### config.mk
export PLATFORM = sky130hd
export DESIGN_NAME = chkv_front_flat
export DESIGN_NICKNAME = d
export VERILOG_FILES = /design/src/hw/rtl/chkv_pkg.sv /design/src/hw/rtl/chkv_if.sv /design/src/hw/rtl/chkv_front.sv /design/src/flat_wrapper.sv
export SDC_FILE = /design/constraint.sdc
export NUM_CORES = 2
export LEC_CHECK = 0
export ABC_AREA = 0
export BUFFER_PORTS_ARGS = -buffer_cell sky130_fd_sc_hd__clkbuf_2
export CAP_MARGIN = 20
export CORE_MARGIN = 1.5
export CORE_UTILIZATION = 45
export DETAILED_ROUTE_END_ITERATION = 16
export GPL_TIMING_DRIVEN = 0
export RECOVER_POWER = 25
export SLEW_MARGIN = 20
export SYNTH_ARGS = -nofsm -noshare
export SYNTH_HDL_FRONTEND = slang
export SYNTH_SLANG_ARGS = --single-unit
### constraint.sdc
create_clock -name clk -period 11.8 [get_ports clk]
set_input_delay 2.36 -clock clk [delete_from_list [all_inputs] [get_ports clk]]
set_output_delay 2.36 -clock clk [all_outputs]
set_load 0.005 [all_outputs]
### src/hw/rtl/chkv_pkg.sv
`timescale 1ns / 1ps
// ----------------------------------------------------------------------------
// chkv_pkg: shared types and constants
// Sizes, operation and status codes, and the request record passed from the
// hash front end to the bucket back end.
// ----------------------------------------------------------------------------
package chkv_pkg;
  localparam int unsigned Buckets     = 64;
  localparam int unsigned SlotsPerBkt = 4;
  localparam int unsigned TotalSlots  = Buckets * SlotsPerBkt;
  localparam int unsigned BktW  = (Buckets > 1) ? $clog2(Buckets) : 1;
  localparam int unsigned SlotW = (SlotsPerBkt > 1) ? $clog2(SlotsPerBkt) : 1;
  localparam int unsigned AddrW = (TotalSlots > 1) ? $clog2(TotalSlots) : 1;
  localparam int unsigned CntW  = 9;
  localparam int unsigned QDepth = 2;
  localparam logic [63:0] JumpMul = 64'd2862933555777941757;

  typedef enum logic [1:0] {
    OP_INSERT = 2'd0,
    OP_SEARCH = 2'd1,
    OP_REMOVE = 2'd2,
    OP_NONE   = 2'd3
  } op_t;

  typedef enum logic [1:0] {
    ST_DONE     = 2'd0,
    ST_DUP      = 2'd1,
    ST_NOTFOUND = 2'd2,
    ST_FULL     = 2'd3
  } status_t;

  typedef struct packed {
    logic [1:0]      operation;
    logic [31:0]     key;
    logic [31:0]     value;
    logic [BktW-1:0] bucket;
  } req_t;

  typedef enum logic [2:0] {
    FS_IDLE, FS_MUL, FS_DIVSET, FS_DIV, FS_CHECK, FS_PUSH
  } fstate_t;

  typedef enum logic [2:0] {
    BS_IDLE, BS_READ, BS_SCAN, BS_WRITE, BS_OUT
  } bstate_t;
endpackage

### src/hw/rtl/chkv_if.sv
`timescale 1ns / 1ps
// ----------------------------------------------------------------------------
// Channel interfaces
// Valid/ready channels for requests and results.
// ----------------------------------------------------------------------------
interface chkv_req_if;
  logic        valid;
  logic        ready;
  logic [1:0]  operation;
  logic [31:0] key;
  logic [31:0] value;
  modport source (output valid, operation, key, value, input ready);
  modport sink   (input valid, operation, key, value, output ready);
endinterface


### src/hw/rtl/chkv_front.sv
`timescale 1ns / 1ps
// ----------------------------------------------------------------------------
// chkv_front: jump hash front end
// Accept a request and iterate jump consistent hash, one round a three-step
// multiply and a bit-serial divide, then hand the request with its bucket on.
// ----------------------------------------------------------------------------
module chkv_front (
  input  logic                   clk,
  input  logic                   rst_n,
  chkv_req_if.sink               in_req,
  output logic                   push,
  output chkv_pkg::req_t         push_req,
  input  logic                   q_full
);
  import chkv_pkg::*;

  fstate_t     state_r, state_nxt;
  logic [1:0]  op_r;
  logic [31:0] key_r, val_r;
  logic [63:0] k_r, k_nxt;
  logic [63:0] lo_r;
  logic [BktW-1:0] b_r, b_nxt;
  logic [31:0] den_r;
  logic [32:0] rem_r, rem_nxt;
  logic [44:0] quo_r;
  logic [5:0]  cnt_r;
  logic [44:0] dividend;
  logic        over;
  logic [1:0]  mstep_r;
  logic [31:0] mul_a, mul_b;
  logic [63:0] mul_p;

  // Dividend (b+1)<<31 is at most 44 bits wide for 4096 buckets.
  assign dividend = {{(44-BktW){1'b0}}, ({1'b0, b_r} + 1'b1)} << 31;

  always_ff @(posedge clk) begin
    if (!rst_n) begin
      state_r <= FS_IDLE;
    end else begin
      state_r <= state_nxt;
    end
  end

  always_comb begin
    state_nxt = state_r;
    unique case (state_r)
      FS_IDLE:   if (in_req.valid) state_nxt = FS_MUL;
      FS_MUL:    if (mstep_r == 2'd2) state_nxt = FS_DIVSET;
      FS_DIVSET: state_nxt = FS_DIV;
      FS_DIV:    if (cnt_r == 6'd0) state_nxt = FS_CHECK;
      FS_CHECK:  state_nxt = over ? FS_PUSH : FS_MUL;
      FS_PUSH:   if (!q_full) state_nxt = FS_IDLE;
      default:   state_nxt = FS_IDLE;
    endcase
  end

  // Low 64 bits of k * JumpMul from three 32x32 partial products:
  // lo*lo in full, then the low halves of the two cross products.
  always_comb begin
    case (mstep_r)
      2'd1: begin
        mul_a = k_r[63:32];
        mul_b = JumpMul[31:0];
      end
      2'd2: begin
        mul_a = k_r[31:0];
        mul_b = JumpMul[63:32];
      end
      default: begin
        mul_a = k_r[31:0];
        mul_b = JumpMul[31:0];
      end
    endcase
  end

  assign mul_p = mul_a * mul_b;

  // Jump is at least BUCKETS, stop; else it becomes the next candidate.
  assign over = (quo_r >= 45'(Buckets));
  assign k_nxt = lo_r + 64'd1;
  assign rem_nxt = {rem_r[31:0], dividend[cnt_r]};

  always_ff @(posedge clk) begin
    unique case (state_r)
      FS_IDLE: begin
        op_r    <= in_req.operation;
        key_r   <= in_req.key;
        val_r   <= in_req.value;
        k_r     <= {32'd0, in_req.key};
        b_r     <= '0;
        mstep_r <= '0;
      end
      FS_MUL: begin
        if (mstep_r == 2'd0) lo_r <= mul_p;
        else lo_r <= lo_r + {mul_p[31:0], 32'd0};
        mstep_r <= mstep_r + 2'd1;
      end
      FS_DIVSET: begin
        k_r   <= k_nxt;
        den_r <= k_nxt[63:33] + 32'd1;
        rem_r <= '0;
        quo_r <= '0;
        cnt_r <= 6'd44;
      end
      FS_DIV: begin
        if (rem_nxt >= {1'b0, den_r}) begin
          rem_r <= rem_nxt - {1'b0, den_r};
          quo_r <= {quo_r[43:0], 1'b1};
        end else begin
          rem_r <= rem_nxt;
          quo_r <= {quo_r[43:0], 1'b0};
        end
        cnt_r <= cnt_r - 6'd1;
      end
      FS_CHECK: begin
        if (!over) b_r <= quo_r[BktW-1:0];
        mstep_r <= '0;
      end
      default: ;
    endcase
  end

  assign in_req.ready = (state_r == FS_IDLE);
  assign push = (state_r == FS_PUSH) && !q_full;
  assign push_req = '{operation: op_r, key: key_r, value: val_r, bucket: b_r};
endmodule

### src/flat_wrapper.sv
// flat-port wrapper written by rule: the top's interface ports become plain ports
module chkv_front_flat import chkv_pkg::*;
  (clk, rst_n, push, push_req, q_full, in_req_valid, in_req_operation, in_req_key, in_req_value, in_req_ready);
  chkv_req_if in_req_i ();
  input  logic clk;
  input  logic rst_n;
  output logic push;
  output chkv_pkg::req_t push_req;
  input  logic q_full;
  input wire logic [$bits(in_req_i.valid)-1:0] in_req_valid;
  input wire logic [$bits(in_req_i.operation)-1:0] in_req_operation;
  input wire logic [$bits(in_req_i.key)-1:0] in_req_key;
  input wire logic [$bits(in_req_i.value)-1:0] in_req_value;
  output wire logic [$bits(in_req_i.ready)-1:0] in_req_ready;
  assign in_req_i.valid = in_req_valid;
  assign in_req_i.operation = in_req_operation;
  assign in_req_i.key = in_req_key;
  assign in_req_i.value = in_req_value;
  assign in_req_ready = in_req_i.ready;
  chkv_front u_core (.clk(clk), .rst_n(rst_n), .in_req(in_req_i), .push(push), .push_req(push_req), .q_full(q_full));
endmodule
* Yosys cells after proc, flatten, opt, wreduce, memory -nomap -nowiden *
Index checks and enable logic that the tools add are counted.

word-level totals
  bits in registers = 320
  input bits = 70
  output and inout port bits = 74
  word-level logic and storage cells = 67

operators by class
  add/subtract/negate cells = 7
  multiply operators = 1
  order comparisons = 3
  eq/ne operators = 12
  mux-type cells = 20
  reduce and logical (&&, ||, !) cells = 12

operators with widths
  kind                     number
  $pmux W64 S2             1
  $mux W32                 3
  $pmux W45 S2             1
  $add A64 B1 Y64 const B  1
  $add A64 B64 Y64         1
  $mul A32 B32 Y64         1
  $mux W64                 1
  $pmux W32 S2             1
  $ge A45 B7 Y1 const B    1
  $ge A33 B32 Y1           1
  $add A31 B1 Y32 const B  1
  $sub A32 B32 Y32         1
  $pmux W6 S2              2
  $pmux W3 S6              1
  $mux W3                  5
  $reduce_bool A2 Y1       4
  $add A6 B1 Y7 const B    1
  $lt A6 B7 Y1 const B     1
  $bmux W1 S6              1
  $eq A3 B2 Y1 const B     2
  $eq A3 B3 Y1 const B     2
  $logic_not A6 Y1         1
  $mux W6                  1
  $ne A2 B2 Y1 const B     3
  15 further kinds         17

* Depth between registers and ports, before layout *
  depth in word-level cells = 6
  mapped depth = 41
  mapped depth without buffers = 39

* Worst setup path after synthesis *
No wires, ideal clock.

  kind = reg2reg
  start = register u_core.mstep_r[1]
  end = register u_core.lo_r[63] (data pin)
  library setup time = 0.268 ns
  data arrival time = 10.000 ns
  required time = 11.532 ns
  path slack = 1.533 ns
  stages on the path, launching flop included = 39
  path buffers = 4
  period minus slack after synthesis = 10.267 ns
  cell sequence = edfxtp_1 > inv_1 > ha_1 > clkbuf_1 > buf_1 > clkbuf_1 > mux2i_1 > nor2_1 > inv_1 > fa_1 > inv_1 > fa_1 > fa_1 > inv_1 > fa_1 > inv_1 > ha_1 > ha_1 > [... 3 more ...] > inv_1 > ha_1 > clkbuf_1 > nand2_1 > a211oi_1 > a21oi_1 > o41ai_1 > xor2_1 > ha_1 > a21oi_1 > o21bai_1 > a21oi_1 > o21ai_0 > a21oi_1 > o31ai_1 > o41ai_1 > xor2_1 > mux2i_1

on the way
  word-level cells in the longest chain between the ends = 5
  elaborated cells between the ends (all ways) = 8
  classes of those cells = 1 x add/sub; 1 x mul; 2 x eq/ne; 3 x mux; 1 x reduce/logical

RTL lines
  item                                          RTL line          source
  start: declaration                            chkv_front.sv:29  logic [1:0] mstep_r;
  start signal: assignment                      chkv_front.sv:96  mstep_r <= mstep_r + 2'd1;
  $eq A2 B1 Y1 or $eq A2 B2 Y1 (tied branches)  chkv_front.sv:60  case (mstep_r)
  $mux W32                                      chkv_front.sv:60
  $mul A32 B32 Y64                              chkv_front.sv:76  assign mul_p = mul_a * mul_b;
  $add A64 B64 Y64                              chkv_front.sv:95  else lo_r <= lo_r + {mul_p[31:0], 32'd0};
  $mux W64 *                                    chkv_front.sv:94  if (mstep_r == 2'd0) lo_r <= mul_p;
  end signal: assignment                        chkv_front.sv:94
  end signal: assignment                        chkv_front.sv:95
  end: declaration                              chkv_front.sv:21  logic [63:0] lo_r;

Every way passes the cells marked *; elsewhere a longest branch is shown, timed or not.
A chain may end at the register's enable or synchronous reset.

* Final worst setup path *
  start = register u_core.mstep_r[1]
  end = register u_core.lo_r[60] (data pin)

Same word-level chain as after synthesis.

==> results by group <==
Outcome
  • Failing checks: capacitance limit, slew limit
  • Status: complete, but fails checks

Synth
  • Synth Area in Compound Gates: 7.438%
  • Synth Cell Area: 42220 µm²
  • Main combinational cell family by area after synthesis: adder cells
  • Post-synthesis mux area share: 1.461%
  • Synth Instances: 4175
  • Top post-synthesis cells by area: fa_1 (30%), edfxtp_1 (23%), ha_1 (13%)
  • Synth top cells by count: inv_1 (1040), fa_1 (638), ha_1 (444), edfxtp_1 (317), nor2_1 (264)
  • Area share of the largest cell type after synthesis: 30.25%
  • Most common flop cell mapped by yosys: edfxtp_1
  • Post-synth EDFFs: 317
  • Post-synthesis adder-cell area fraction: 43.41%
  • Post-synthesis register bit count: 320
  • Simple-gate share of the synthesized area: 10.61%
  • Most common cell in the synthesized netlist: inv_1
  • Post-Synth XOR/XNOR Area: 4.389%
  • Async SR Flop Fraction: 0%
  • Ys Warns: 0
  • Sequential fraction of the synthesis area: 22.69%
  • Synth area leader: fa_1
  • Yosys cell types: 78
  • Syn_area_per_cell: 10.11 µm²

Setup path
  • Crit-path slowest cell: fa_1
  • CP endpoint kind: flip-flop
  • Crit path DAT: 11.69 ns
  • CP max stage delay: 0.56 ns
  • Required @ worst endpoint: 12.06 ns
  • Crit path top cell by count: inv_1
  • Critical path peak fanout: 10
  • Worst reg2reg path depth: 38
  • WS Path Type: flip-flop to flip-flop
  • Worst Setup Start Kind: flip-flop

Placed design
  • Dpl hpwl: 107600 µm
  • GPL Wtd Cong: 0.9485
  • Placed Area: 45190 µm²
  • IO Port Bufs: 143

Clock tree
  • Clock Sinks: 320
  • Hold buffer count at cts: 0
  • Clock Tree Root: clkbuf_16
  • Register clock-pin slew on the reported worst setup and hold paths: 0.06 ns
  • Clock Latency Late Sink: 0.56 ns
  • CTS tree: yes
  • CTS buffer count: 34
  • # H-tree levels: 2
  • CTS Buffer Depth: 3

Global route
  • Antenna violations before repair: 0
  • Largest net degree at the start of global routing: 36
  • Global-route wire length before repair: 192000 µm
  • Vias in the first global route: 31080
  • GRT Resource Usage Total: 27.25%
  • Gr ovfl total: 0

Floorplan
  • Die area: 95670 µm²
  • Initial Util: 45.31%
  • Row cnt: 112
  • Die W: 309.3 µm
  • Die Y: 309.3 µm
  • Ports: 144
  • Placeable Area: 93190 µm²

Run
  • MaxCap Viol Count: 3

Worst hold path
  • Hold path cells: 1
  • Worst min-delay path category: flip-flop to flip-flop

Drt
  • DRC: 0
  • DRT antenna net count: 0
  • Total Wirelength: 125500 µm
  • Via Count: 30240
  • DR iter-0 viols: 2580
  • Routed wire length per instance: 21.92 µm
  • Vias per cell: 5.283
  • Drt first pass iters: 6

Layout
  • Layout Utilization: 49.88%
  • Area Growth Syn to Fin: 10.08%
  • Fin nets: 5597
  • Share of cells above drive strength 1: 6.981%
  • Design area: 46480 µm²

Timing
  • RSZ-0062 raised after global routing: false
  • Worst-margin pin slew: 2.294 ns
  • Endpoints failing setup: 0
  • F_max: 87.49 MHz
  • Clock skew: 0.02925 ns
  • Max-slew headroom: -53.25%
  • Fin. max-slew vios: 75
  • Hold Vio Cnt, Final: 0
  • Tcrit/Tclk final: 96.86%
  • Period minus WS final: 11.43 ns
## path summary, 6_finish.rpt
kind	startpoint	endpoint	slack (ns)
hold / removal	u_core.quo_r[26]$_SDFFCE_PN0P_	u_core.quo_r[27]$_SDFFCE_PN0P_	0.55
setup / recovery	u_core.mstep_r[1]$_SDFFCE_PP0P_	u_core.lo_r[60]$_DFFE_PP_	0.37
setup reg to reg	u_core.mstep_r[1]$_SDFFCE_PP0P_	u_core.lo_r[60]$_DFFE_PP_	0.37
hold reg to reg	u_core.quo_r[26]$_SDFFCE_PN0P_	u_core.quo_r[27]$_SDFFCE_PN0P_	0.55
## timing repair
action | in CTS | in global routing
buffers inserted | 9 | 0
pin swaps | 0 | 0
setup endpoints to repair | 11 | 8
resized for setup | 20 | 22
endpoints found under the hold margin | 0 | 0
## layout make-up
cell class | instances | area [µm²]
Tap cell | 1254 | 1569
Buffer | 80 | 319.1
Clock buffer | 37 | 862.1
Inverter | 1040 | 3904
Sequential cell | 320 | 9579
Timing Repair Buffer | 177 | 1070
Clock inverter | 23 | 242.7
Fill cell | 8716 | 46710
Antenna cell | 1 | 2.502
Multi-Input combinational cell | 2792 | 28930
## sequential cells by signal, indices dropped and copies added, names as in the netlist
register        flops
u_core.den_r       32
u_core.val_r       32
u_core.mstep_r      2
u_core.quo_r       45
u_core.cnt_r        6
u_core.b_r          6
u_core.rem_r       32
u_core.state_r      3
u_core.lo_r        64
u_core.op_r         2
u_core.k_r         64
u_core.key_r       32
## routing by layer
layer | track usage [%] | part of all wire, % | up-vias
met5 | 0.2022 | 0 | -
met4 | 7.410 | 3.2 | 0
met3 | 4.693 | 7.5 | 161
met2 | 41.18 | 44 | 1045
met1 | 40.31 | 46 | 15140
li1 | - | - | 13890
## per-stage QoR
| step | std cells | setup slack [ns] | hold slack, ns | TNS, ns |
|---|---|---|---|---|
| 2_1_floorplan | 4234 | 1.533 | 0.5140 | 0 |
| 3_3_place_gp | 5631 | -2.492 | 0.5346 | -35.96 |
| 3_5_place_dp | 5656 | -0.8590 | 0.5429 | -4.935 |
| 4_1_cts | 5724 | 0.02747 | 0.5511 | 0 |
| 5_1_grt | 5723 | 0.006621 | 0.5763 | 0 |
| 6_report | 5724 | 0.3702 | 0.5532 | 0 |
## critical path: cells and delay by family (launching register included)
family | cells | cell delay (ns)
buf+inv | 12 | 1.68
xor+xnor | 2 | 0.78
simple gates | 7 | 1.79
compound gates | 5 | 1.12
fa+ha+maj | 11 | 5.21
flops | 1 | 0.40
mux | 1 | 0.12
## cells in the final DEF, fill, tap and decap left out, types with 16 or more instances in the layout
| cell type | count |
|---|---|
| inv_1 | 1039 |
| fa_1 | 638 |
| ha_1 | 442 |
| edfxtp_1 | 317 |
| nor2_1 | 254 |
| nand2_1 | 188 |
| a21oi_1 | 150 |
| clkbuf_2 | 146 |
| xnor2_1 | 117 |
| o21ai_0 | 110 |
| and2_1 | 93 |
| xor2_1 | 86 |
| clkbuf_1 | 81 |
| conb_1 | 61 |
| nand3_1 | 53 |
| a21o_1 | 51 |
| nor2b_1 | 47 |
| nand4_1 | 46 |
| nor3_1 | 41 |
| mux2i_1 | 36 |
| clkbuf_16 | 34 |
| a211oi_1 | 30 |
| and3_1 | 30 |
| o211ai_1 | 21 |
| o21a_1 | 21 |
| nor4_1 | 21 |
| o21bai_1 | 18 |
| buf_4 | 16 |
| or2_2 | 16 |
## kinds of logic (layout without fill, tap and decap cells)
kind of cell	count (synthesis)	after routing
buffers and inverters	1122	1357
adders and majority gates	1082	1082
and+or+nand+nor	881	881
AOI/OAI and AO/OA	497	497
DFF	320	320
xor gates and xnor gates	210	210
muxes	61	61
other	2	62
Power is left out: the tool's default activity adds up to more than one toggle a clock period on the data nets, which glitch-free logic cannot reach.
