## src/hw/rtl/chkv_pkg.sv

```systemverilog
`timescale 1ns / 1ps
// ----------------------------------------------------------------------------
// chkv_pkg: shared types and constants
// Sizes, operation and status codes, and the request record passed from the
// hash front end to the bucket back end.
// ----------------------------------------------------------------------------
package chkv_pkg;
  localparam int unsigned Buckets     = 64;
  localparam int unsigned SlotsPerBkt = 4;
  localparam int unsigned TotalSlots  = Buckets * SlotsPerBkt;
  localparam int unsigned BktW  = (Buckets > 1) ? $clog2(Buckets) : 1;
  localparam int unsigned SlotW = (SlotsPerBkt > 1) ? $clog2(SlotsPerBkt) : 1;
  localparam int unsigned AddrW = (TotalSlots > 1) ? $clog2(TotalSlots) : 1;
  localparam int unsigned CntW  = 9;
  localparam int unsigned QDepth = 2;
  localparam logic [63:0] JumpMul = 64'd2862933555777941757;

  typedef enum logic [1:0] {
    OP_INSERT = 2'd0,
    OP_SEARCH = 2'd1,
    OP_REMOVE = 2'd2,
    OP_NONE   = 2'd3
  } op_t;

  typedef enum logic [1:0] {
    ST_DONE     = 2'd0,
    ST_DUP      = 2'd1,
    ST_NOTFOUND = 2'd2,
    ST_FULL     = 2'd3
  } status_t;

  typedef struct packed {
    logic [1:0]      operation;
    logic [31:0]     key;
    logic [31:0]     value;
    logic [BktW-1:0] bucket;
  } req_t;

  typedef enum logic [2:0] {
    FS_IDLE, FS_MUL, FS_DIVSET, FS_DIV, FS_CHECK, FS_PUSH
  } fstate_t;

  typedef enum logic [2:0] {
    BS_IDLE, BS_READ, BS_SCAN, BS_WRITE, BS_OUT
  } bstate_t;
endpackage

```

## src/hw/rtl/chkv_queue.sv

```systemverilog
`timescale 1ns / 1ps
// ----------------------------------------------------------------------------
// chkv_queue: request queue
// Short FIFO between the hash front end and the bucket back end.
// ----------------------------------------------------------------------------
module chkv_queue (
  input  logic           clk,
  input  logic           rst_n,
  input  logic           push,
  input  chkv_pkg::req_t push_req,
  output logic           full,
  input  logic           pop,
  output logic           empty,
  output chkv_pkg::req_t head
);
  import chkv_pkg::*;

  req_t       q_r [QDepth];
  logic       wp_r, rp_r;
  logic [1:0] n_r;

  always_ff @(posedge clk) begin
    if (!rst_n) begin
      wp_r <= 1'b0;
      rp_r <= 1'b0;
      n_r  <= 2'd0;
    end else begin
      if (push) wp_r <= ~wp_r;
      if (pop) rp_r <= ~rp_r;
      n_r <= n_r + {1'b0, push} - {1'b0, pop};
    end
  end

  always_ff @(posedge clk) begin
    if (push) q_r[wp_r] <= push_req;
  end

  assign full  = (n_r == 2'd2);
  assign empty = (n_r == 2'd0);
  assign head  = q_r[rp_r];
endmodule

```

## config.mk

```make
export PLATFORM = sky130hd
export DESIGN_NAME = chkv_queue
export DESIGN_NICKNAME = d
export VERILOG_FILES = /design/src/hw/rtl/chkv_pkg.sv /design/src/hw/rtl/chkv_queue.sv
export SDC_FILE = /design/constraint.sdc
export NUM_CORES = 1
export LEC_CHECK = 0
export ABC_AREA = 1
export ABC_CLOCK_PERIOD_IN_PS = 5350
export BUFFER_PORTS_ARGS = -buffer_cell sky130_fd_sc_hd__buf_4
export CORE_MARGIN = 2
export CORE_UTILIZATION = 30
export CTS_CLUSTER_SIZE = 25
export DETAILED_ROUTE_END_ITERATION = 10
export PLACE_DENSITY = 0.57
export SYNTH_ARGS = -nofsm -noshare
export SYNTH_HDL_FRONTEND = slang
export SYNTH_SLANG_ARGS = --single-unit
```

## constraint.sdc

```tcl
create_clock -name clk -period 5.35 [get_ports clk]
set_input_delay 0.535 -clock clk [delete_from_list [all_inputs] [get_ports clk]]
set_output_delay 0.535 -clock clk [all_outputs]
set_load 0.1 [all_outputs]
```

; ---- After elaboration in Yosys (flattened, before gate mapping)
; Memory sizes are Yosys's and may differ from the RTL's. A register that Yosys moved wholly into a read port is not among the register bits.
; Index checks and enable logic that the tools add are counted.
[word_totals]
reg_bits = 4
ramBits = 144
inputBits = 76
output_inout_bits = 74
memories = 1
[memory_table]
columns = memory, words, word_bits, read_ports, rd_ports_with_merged_regs, write_ports, line
row1 = q_r, 2, 72, 1, 1, 1, chkv_queue.sv:18  ; req_t q_r [QDepth];
[classes]
n_addsub = 2
eq_ne = 1
muxes = 4
bitwise_logic = 2
reduce_logical = 1
[ops]
columns = op, count
row1 = 1-bit 2-to-1 mux, 4
row2 = 2-bit by 1-bit adder with 2-bit output, 1
row3 = 2-bit equality test (second input constant), 1
row4 = 2-bit zero test, 1
row5 = 1-bit inverter, 2
row6 = 2-bit by 1-bit subtractor with 2-bit output, 1

; ---- Longest topological paths before layout
; Gate-level depths: netlist (run 1).
[depth]
word_depth = 3
ltp_mapped = 9

; ---- Worst setup path after synthesis (run 1)
; OpenSTA, ideal clock, no wires.
[synth_path]
path_type = input-to-reg
from = in push
to = mem q_r[0][0] (netlist bit), enable pin
arrival_time_ps = 3593
required_ps = 4846
slack_ps = 1253
cell_stages = 2
cell_sequence = inv_1 -> nor2_1
[synth_via]
elab_chain_cells = 2
[synth_rtl]
columns = item, line
row1 = start: declaration, chkv_queue.sv:9  ; input logic push,
row2 = 1-bit 2-to-1 mux, chkv_queue.sv:35  ; if (push) q_r[wp_r] <= push_req;
row3 = 1-bit 2-to-1 mux (not written as such), chkv_queue.sv:35
row4 = end: declaration, chkv_queue.sv:18
; No other way between the ends.

==> impl_results.md, run 1 <==
* CTS Hold Bufs at 0
* Crit-path slowest cell: dfxtp_4
* Port Buf Inserts at 149
* Hold slack final at 0.305 ns
* Least-Margin Pin Slew at 1.07 ns
* DRT Pass-1 Iters at 4
* Pleak at 3.03 nW
* Final wirelength at 10.5 mm
* CTS tree: built
* H-tree levels at 4
* Setup CP Type: reg -> out
* Sinks on the clock net at 149
* Setup_tns at 0 ns
* Final Max Slew Viols at 0
* CP Data Arrival Time at 2.50 ns
* Vias per inst at 4.24
* Die area at 20,400 um^2
* Syn Area/Cell at 22.5 um^2
* Fillers at 1,716
* Max Cap Viol at 0
* Row count at 50
* Largest net degree at the start of global routing at 39
* Netlist Area Pre-Place at 5770 um^2
* Post-layout min period at 3.03 ns
* Sequential-to-total area share from yosys stat at 76.6%
* Delay-heaviest family, CP: buffers and inverters
* CP Buf/Inv Count at 2
* CP Capture Type: primary output
* Number of diodes at 0
* First-pass GRT wire length at 15.6 mm
* Root Buffer: clkbuf_16
* Die height at 143 um
* Final Hold Fails at 0
* Hold Startpoint: push_req[29]
* Clock skew at 0.00994 ns
* Power Dens Cells at 419 nW/um^2
* Die W at 143 um
* Worst skew pair latency at 0.41 ns
* Critical Path Start Type: flop
* CP Max Fanout at 38
* Yosys warns at 0
* Slowest stage delay, CP at 0.76 ns
* Starting Density at 30.8%
* Core footprint at 18,800 um^2
* Maximum VDD drop at 0.213 mV
* Fmax achieved at 330 MHz
* # IOs at 150
* Vias in the first global route at 3,082
* RSZ-0062 raised after global routing: false
* Initial antenna violation count at 0
* Reg clk slew, reported paths at 0.06 ns
* Post-synthesis cell count at 257
* DRC errors left at 0
* Relative max-transition margin at 28.4%
* Setup Buffers After CTS at 0
* Total grt overflow at 0
* Clock Path Buffers at 2
* Cts bufs inserted at 17
* Status: complete, no violations
* DRT iter0 DRCs at 79
* Final Util at 40.7%
* Yosys cell types at 12
* NumNets Final at 498
* Yosys reg bits at 149
* Gr usage total at 10.5%
* Via count at 2,828
* Post-synth net total at 335
* WP data required at 4.82 ns
* Worst Hold Class: in -> reg
* Total Power at 0.00320 W
* Routability cong. at 0.635
* Share of cells above drive strength 1 at 58.2%
* P&R area growth vs syn at 32.4%
* Crit-path cells: buf_4, mux2_4, buf_4
* CP dominant cell by count: buf_4
* WL/cell at 15.8 um
* RR Startpoint: wp_r
* Post-route ant nets at 0
* Post_cts resized at 0
* Dpl hpwl at 6.98 mm
* # setup viols final at 0
* Final period util at 56.7%
==> synthesized netlist by cell type (all sizes together) <==
library cell / n / share of area [%]
edfxtp: 144 / 75
mux2: 72 / 19
nor2: 9 / 0.59
buf: 8 / 2.6
nand2: 8 / 0.52
inv: 7 / 0.46
dfxtp: 5 / 1.7
ha: 2 / 0.43
a21oi: 1 / 0.087
nand3: 1 / 0.087
==> through the flow <==
step	cell area, um^2	std cells	setup WS (ns)
6_report	7650	667	2.32
5_1_grt	7650	667	2.15
4_1_cts	7650	667	2.22
3_5_place_dp	7070	635	2.68
3_3_place_gp	7070	635	2.70
2_1_floorplan	5770	257	1.25
==> final cells by class <==
cell class | count | area (um^2) | share of cell area (%)
tap | 234 | 293 | 3.83
inverter | 7 | 27.5 | 0.360
multi-input combinational | 93 | 1180 | 15.4
clock inverter | 9 | 129 | 1.69
clock buffer | 23 | 448 | 5.86
timing repair buffer | 152 | 1140 | 14.9
sequential | 149 | 4430 | 57.9
==> state kept, by name, summed over array words and instances, names as in the netlist, named ones only <==
name and cells:
wp_r 1, rp_r 1, q_r 144, n_r 2
==> power breakdown <==
part | internal (W) | switching, W
Combinational | 0.000183 | 0.000485
Sequential | 0.00135 | 0.0000266
Clock | 0.000731 | 0.000423
Total | 0.00227 | 0.000935
==> cells by family after synthesis <==
logic type	after synthesis	share of synthesized area, %
AO/OA/AOI/OAI	1	0.0866
buffers and inverters	15	3.08
flip-flops	149	76.6
adder cells (fa/ha/maj)	2	0.433
multiplexers	72	18.6
AND/OR/NAND/NOR	18	1.19
==> placed cells by master, fill, tap and decap left out <==
| master | n |
|---|---|
| inv_1 | 6 |
| clkinv_2 | 3 |
| mux2_2 | 2 |
| clkbuf_1 | 6 |
| edfxtp_1 | 144 |
| dfxtp_1 | 4 |
| nor2_4 | 1 |
| buf_4 | 152 |
| clkinvlp_4 | 1 |
| dfxtp_4 | 1 |
| clkinv_1 | 1 |
| mux2_4 | 70 |
| nand2_1 | 8 |
| nand3_1 | 1 |
| a21oi_1 | 1 |
| nor2_1 | 8 |
| bufinv_16 | 3 |
| clkinv_4 | 2 |
| clkbuf_16 | 17 |
| ha_1 | 2 |
==> per-layer routing <==
| metal | part of all wire (%) | track usage [%] | vias up |
|---|---|---|---|
| li1 | - | - | 1320 |
| met1 | 41 | 11.6 | 1393 |
| met2 | 51 | 17.4 | 102 |
| met3 | 6.9 | 4.33 | 13 |
| met4 | 1.8 | 5.05 | 0 |
| met5 | 0 | 0 | - |
==> path summary, 6_finish.rpt <==
path / to / slack [ns] / depth (start not counted)
worst min register to register: rp_r / 0.51 / 2
worst max-delay path: head[52] / 2.32 / 3
worst min-delay path: q_r[1][29] / 0.30 / 1
worst max register to register: q_r[0][36] / 3.18 / 2
Note: power is estimated with default switching activity, not from simulation.
==> inputs of run 2 (changes only) <==
--- a/config.mk
+++ b/config.mk
@@ -6,7 +6,7 @@
 export NUM_CORES = 1
 export LEC_CHECK = 0
 export ABC_AREA = 1
-export ABC_CLOCK_PERIOD_IN_PS = 5350
+export ABC_CLOCK_PERIOD_IN_PS = 3100
 export BUFFER_PORTS_ARGS = -buffer_cell sky130_fd_sc_hd__buf_4
 export CORE_MARGIN = 2
 export CORE_UTILIZATION = 30
==> constraint.sdc (replaced) <==
create_clock -name clk -period 3.1 [get_ports clk]
set_input_delay 0.31 -clock clk [delete_from_list [all_inputs] [get_ports clk]]
set_output_delay 0.31 -clock clk [all_outputs]
set_load 0.1 [all_outputs]
==> impl_results.md, run 2 (synthesis gave the netlist of run 1 again) <==
* Status: complete, no violations
* H-tree levels at 4 (unchanged)
* Number of diodes at 0 (unchanged)
* Setup CP Type: reg -> out
* Post-layout min period at 2.36 ns
* Post-route ant nets at 0 (unchanged)
* Starting Density at 30.8% (unchanged)
* Root Buffer: clkbuf_16
* Initial antenna violation count at 0 (unchanged)
* Vias per inst at 4.20 (-0.83%)
* Port Buf Inserts at 149 (unchanged)
* Row count at 50 (unchanged)
* Least-Margin Pin Slew at 0.536 ns (-0.535 ns)
* Gr usage total at 10.6% (+0.10 points)
* Largest net degree at the start of global routing at 64 (+64%)
* CP Data Arrival Time at 2.05 ns (-0.45 ns)
* Final Hold Fails at 0 (unchanged)
* DRT Pass-1 Iters at 4 (unchanged)
* Met2 routed wirelength at 5.32 mm (-0.32%)
* Worst Hold Class: in -> reg
* Die area at 20,400 um^2 (unchanged)
* Critical Path Start Type: flop
* Setup Buffers After CTS at 0 (unchanged)
* Final wirelength at 10.6 mm (+0.41%)
* Fillers at 1,732 (+0.93%)
* CP Max Fanout at 47 (+24%)
* Power Dens Cells at 694 nW/um^2 (+66%)
* RR Startpoint: wp_r
* Die W at 143 um (unchanged)
* Placed Area at 7110 um^2 (+0.57%)
* Dpl hpwl at 6.93 mm (-0.75%)
* Final Max Slew Viols at 0 (unchanged)
* Via count at 2,813 (-0.53%)
* Max Cap Viol at 0 (unchanged)
* P&R area growth vs syn at 31.8%
* Largest registers: q_r (144), n_r (2)
* Most common cell after layout, fill and taps aside: buf_4
* DRC errors left at 0 (unchanged)
* Post-route cell area at 7610 um^2 (-0.47%)
* DRT iter0 DRCs at 159 (+100%)
* Worst r2r path cells at 3 (+1)
* Reg with most FFs: q_r
* Vias in the first global route at 2,906 (-5.7%)
* NumNets Final at 500 (+0.40%)
* Share of cells above drive strength 1 at 58.4% (+0.19 points)
* Clock skew at 0.0103 ns (+0.000332 ns)
* Pleak at 3.02 nW (-0.49%)
* Routability cong. at 0.632 (-0.52%)
* First-pass GRT wire length at 15.6 mm (unchanged)
* Hold Crit Endpoint: q_r[1][47]
* Hold Startpoint: push_req[47]
* Routed met1 length at 4.40 mm (+2.8%)
* Flop2flop setup slack at 1.41 ns (-1.77 ns)
* Die height at 143 um (unchanged)
* Highest Signal Layer: met4
* Cts bufs inserted at 17 (unchanged)
* Relative max-transition margin at 64.2% (+36 points)
* RSZ-0062 raised after global routing: false
* Maximum VDD drop at 0.358 mV (+68%)
* Met3 wire length at 625 um (-14%)
* Fmax achieved at 424 MHz
* Post_cts resized at 0 (unchanged)
* CTS Hold Bufs at 0 (unchanged)
* Total grt overflow at 0 (unchanged)
* Min-Delay Path Depth at 1 (unchanged)
* # IOs at 150 (unchanged)
* Core footprint at 18,800 um^2 (unchanged)
* RR Endpoint: q_r[1][15]
* Worst skew pair latency at 0.41 ns (about the same)
* Clock Path Buffers at 2 (unchanged)
* Sinks on the clock net at 149 (unchanged)
* Max reg flops at 144 (unchanged)
* WP data required at 2.79 ns (-2.03 ns)
* Most frequent cells in the layout: 152 x buf_4, 144 x edfxtp_1, 70 x mux2_4
* WL/cell at 15.8 um (+0.11%)
* # setup viols final at 0 (unchanged)
* Final period util at 76.0%
* CTS tree: built
* Reg clk slew, reported paths at 0.06 ns (about the same)
* CP Capture Type: primary output
* Setup_tns at 0 ns (unchanged)
-- run 2: cell count changes in the layout (fill, tap and decap cells not counted), sizes merged --
cell	delta
buf	+2
bufinv	-3
clkbuf	-4
clkinv	+6
clkinvlp	+1
-- run 2: stage by stage --
step	std cells	worst slack, ns	hold slack, ns	utilization, %	total power (W)
2_1_floorplan	257	0.466	0.403	-	0.00335
6_report	669	0.744	0.0787	40.5	0.00528
5_1_grt	669	0.621	0.0493	40.5	0.00548
3_3_place_gp	637	1.14	0.478	37.9	0.00358
4_1_cts	669	0.672	0.0566	40.5	0.00535
3_5_place_dp	637	1.13	0.498	37.9	0.00359
-- run 2: power by group --
group | switching, W | internal, W
registers | 0.0000378 | 0.00233
clock network | 0.000744 | 0.000999
logic | 0.000845 | 0.000322
total | 0.00163 | 0.00365
-- run 2: cell type report --
type	count	area (um^2)	area share, %
flip-flops and latches	149	4430	58.2
repair buffers	154	1180	15.5
multi-input cells	93	1180	15.5
clock buffers	19	433	5.69
well taps	234	293	3.85
clock inverters	13	67.6	0.888
inverters	7	27.5	0.362
-- run 2: worst max-delay path by stage --
stage	to	slack, ns
2_1_floorplan	q_r[0][0]	0.47
3_3_place_gp	head[0]	1.14
3_5_place_dp	head[0]	1.13
4_1_cts	head[0]	0.67
5_1_grt	head[71]	0.62
6_report	head[0]	0.74
-- run 2: critical path: stages (launching register included) --
cell	delay, ns
dfxtp_4	0.60
buf_12	0.40
mux2_2	0.38
buf_4	0.23
-- run 2: per-layer routing --
layer | vias up | track usage, %
met2 | 106 | 17.5
met3 | 14 | 4.12
li1 | 1326 | -
met4 | 0 | 5.26
met1 | 1367 | 11.9
met5 | - | 0
==> inputs of run 3 (changes only) <==
--- a/config.mk
+++ b/config.mk
@@ -6,7 +6,7 @@
 export NUM_CORES = 1
 export LEC_CHECK = 0
 export ABC_AREA = 1
-export ABC_CLOCK_PERIOD_IN_PS = 3100
+export ABC_CLOCK_PERIOD_IN_PS = 2400
 export BUFFER_PORTS_ARGS = -buffer_cell sky130_fd_sc_hd__buf_4
 export CORE_MARGIN = 2
 export CORE_UTILIZATION = 30
==> constraint.sdc (replaced) <==
create_clock -name clk -period 2.4 [get_ports clk]
set_input_delay 0.24 -clock clk [delete_from_list [all_inputs] [get_ports clk]]
set_output_delay 0.24 -clock clk [all_outputs]
set_load 0.1 [all_outputs]
==> impl_results.md, run 3 (synthesis gave the netlist of run 1 again) <==
* Status: complete, no violations
* NumNets Final at 568 (+14%)
* Final Max Slew Viols at 0 (unchanged)
* P&R area growth vs syn at 44.2%
* Setup CP Type: reg -> out
* Via count at 3,048 (+8.4%)
* Cts bufs inserted at 17 (unchanged)
* Starting Density at 30.8% (unchanged)
* Pleak at 3.31 nW (+9.8%)
* CP Max Fanout at 27 (-43%)
* DRT Pass-1 Iters at 4 (unchanged)
* Post-route cell area at 8330 um^2 (+9.5%)
* Core footprint at 18,800 um^2 (unchanged)
* Final wirelength at 10.9 mm (+3.2%)
* WP data required at 2.16 ns (-0.63 ns)
* Setup_tns at 0 ns (unchanged)
* Dpl hpwl at 7.13 mm (+2.9%)
* Die W at 143 um (unchanged)
* Sinks on the clock net at 149 (unchanged)
* Largest net degree at the start of global routing at 43 (-33%)
* Placed Area at 7120 um^2 (+0.21%)
* Die height at 143 um (unchanged)
* Worst Hold Class: in -> reg
* Routability cong. at 0.684 (+8.2%)
* Largest registers: q_r (144), n_r (2)
* Gr usage total at 10.9% (+0.34 points)
* Final period util at 89.2%
* RSZ-0062 raised after global routing: false
* Fmax achieved at 467 MHz
* Final Hold Fails at 0 (unchanged)
* DRC errors left at 0 (unchanged)
* Worst skew pair latency at 0.41 ns (about the same)
* Port Buf Inserts at 149 (unchanged)
* Crit-path slowest cell: dfxtp_4
* WL/cell at 14.8 um (-6.4%)
* Max reg flops at 144 (unchanged)
* CP Capture Type: primary output
* Initial antenna violation count at 1 (+1)
* Die area at 20,400 um^2 (unchanged)
* First-pass GRT wire length at 16.6 mm (+6.3%)
* # setup viols final at 0 (unchanged)
* Vias per inst at 4.13 (-1.8%)
* Crit-path cells: buf_12, mux2_4, buf_4
* Reg with most FFs: q_r
* Reg clk slew, reported paths at 0.06 ns (about the same)
* Most frequent cells in the layout: 154 x buf_4, 144 x edfxtp_1, 70 x mux2_4
* Worst setup margin at 0.259 ns (-0.485 ns)
* Setup Buffers After CTS at 0 (unchanged)
* Slowest stage delay, CP at 0.61 ns (about the same)
* Clock Path Buffers at 2 (unchanged)
* Power Dens Cells at 851 nW/um^2 (+23%)
* Most common cell after layout, fill and taps aside: buf_4
* Max Cap Viol at 0 (unchanged)
* H-tree levels at 4 (unchanged)
* Post-route ant nets at 0 (unchanged)
* Post-layout min period at 2.14 ns
* Share of cells above drive strength 1 at 51.7% (-6.7 points)
* Total grt overflow at 0 (unchanged)
* Critical Path Start Type: flop
* Root Buffer: clkbuf_16
* Clock skew at 0.00822 ns (-0.00205 ns)
* Least-Margin Pin Slew at 0.594 ns (+0.0583 ns)
* Row count at 50 (unchanged)
* DRT iter0 DRCs at 116 (-27%)
* CTS tree: built
* Pre-CTS setup slack at 0.677 ns (-0.452 ns)
* Hold Startpoint: push_req[38]
* CP Data Arrival Time at 1.90 ns (-0.15 ns)
* Fillers at 1,643 (-5.1%)
* # IOs at 150 (unchanged)
* Maximum VDD drop at 0.476 mV (+33%)
* RR Startpoint: wp_r
* Vias in the first global route at 3,329 (+15%)
* Relative max-transition margin at 60.4% (-3.8 points)
## run 3: critical path, delay by kind of cell, from the launching register on
kind                   cells  cell delay (ns)
buffers and inverters      2             0.51
DFF                        1             0.61
muxes                      1             0.33
## run 3: final timing paths
check,depth (start not counted),to,slack (ns)
hold reg to reg,2,rp_r,0.51
setup / recovery,3,head[22],0.26
setup reg to reg,3,q_r[1][37],0.97
hold / removal,1,q_r[0][38],0.02
## run 3: power by group
group,internal (W),leakage (nW),total (W),switching (W)
sequential,0.00301,1.39,0.00306,0.0000510
combinational,0.000488,1.66,0.00160,0.00111
clock,0.00141,0.253,0.00243,0.00102
## run 3: timing repair
item / in CTS / in global routing
hold buffers: 65 / 1
hold endpoints to repair: 130 / 2
gates resized for setup: 0 / 0
## run 3: final cells by class
| type | count | area (um^2) | area share [%] |
|---|---|---|---|
| sequential | 149 | 4430 | 53.2 |
| inverter | 7 | 27.5 | 0.330 |
| tap | 234 | 293 | 3.52 |
| timing repair buffer | 222 | 1860 | 22.3 |
| antenna | 1 | 2.50 | 0.0300 |
| multi-input combinational | 93 | 1180 | 14.2 |
| clock buffer | 18 | 429 | 5.15 |
| clock inverter | 14 | 113 | 1.35 |
## run 3: metrics by stage
step	hold WS [ns]	total power, W	std cells	utilization, %
after floorplan	0.333	0.00432	257	-
after global placement	0.425	0.00462	639	38.0
after detailed placement	0.427	0.00464	639	38.0
after CTS	0.000311	0.00719	736	44.3
after global routing	0.00254	0.00736	738	44.4
final	0.0245	0.00709	738	44.4
## run 3: per-layer routing
metal  GRT usage, %  share of wire [%]  vias up
li1               -                  -     1463
met1           12.4                 43     1483
met2           18.5                 50       92
met3           4.02                5.5       10
met4           4.53                1.3        0
met5              0                  0        -
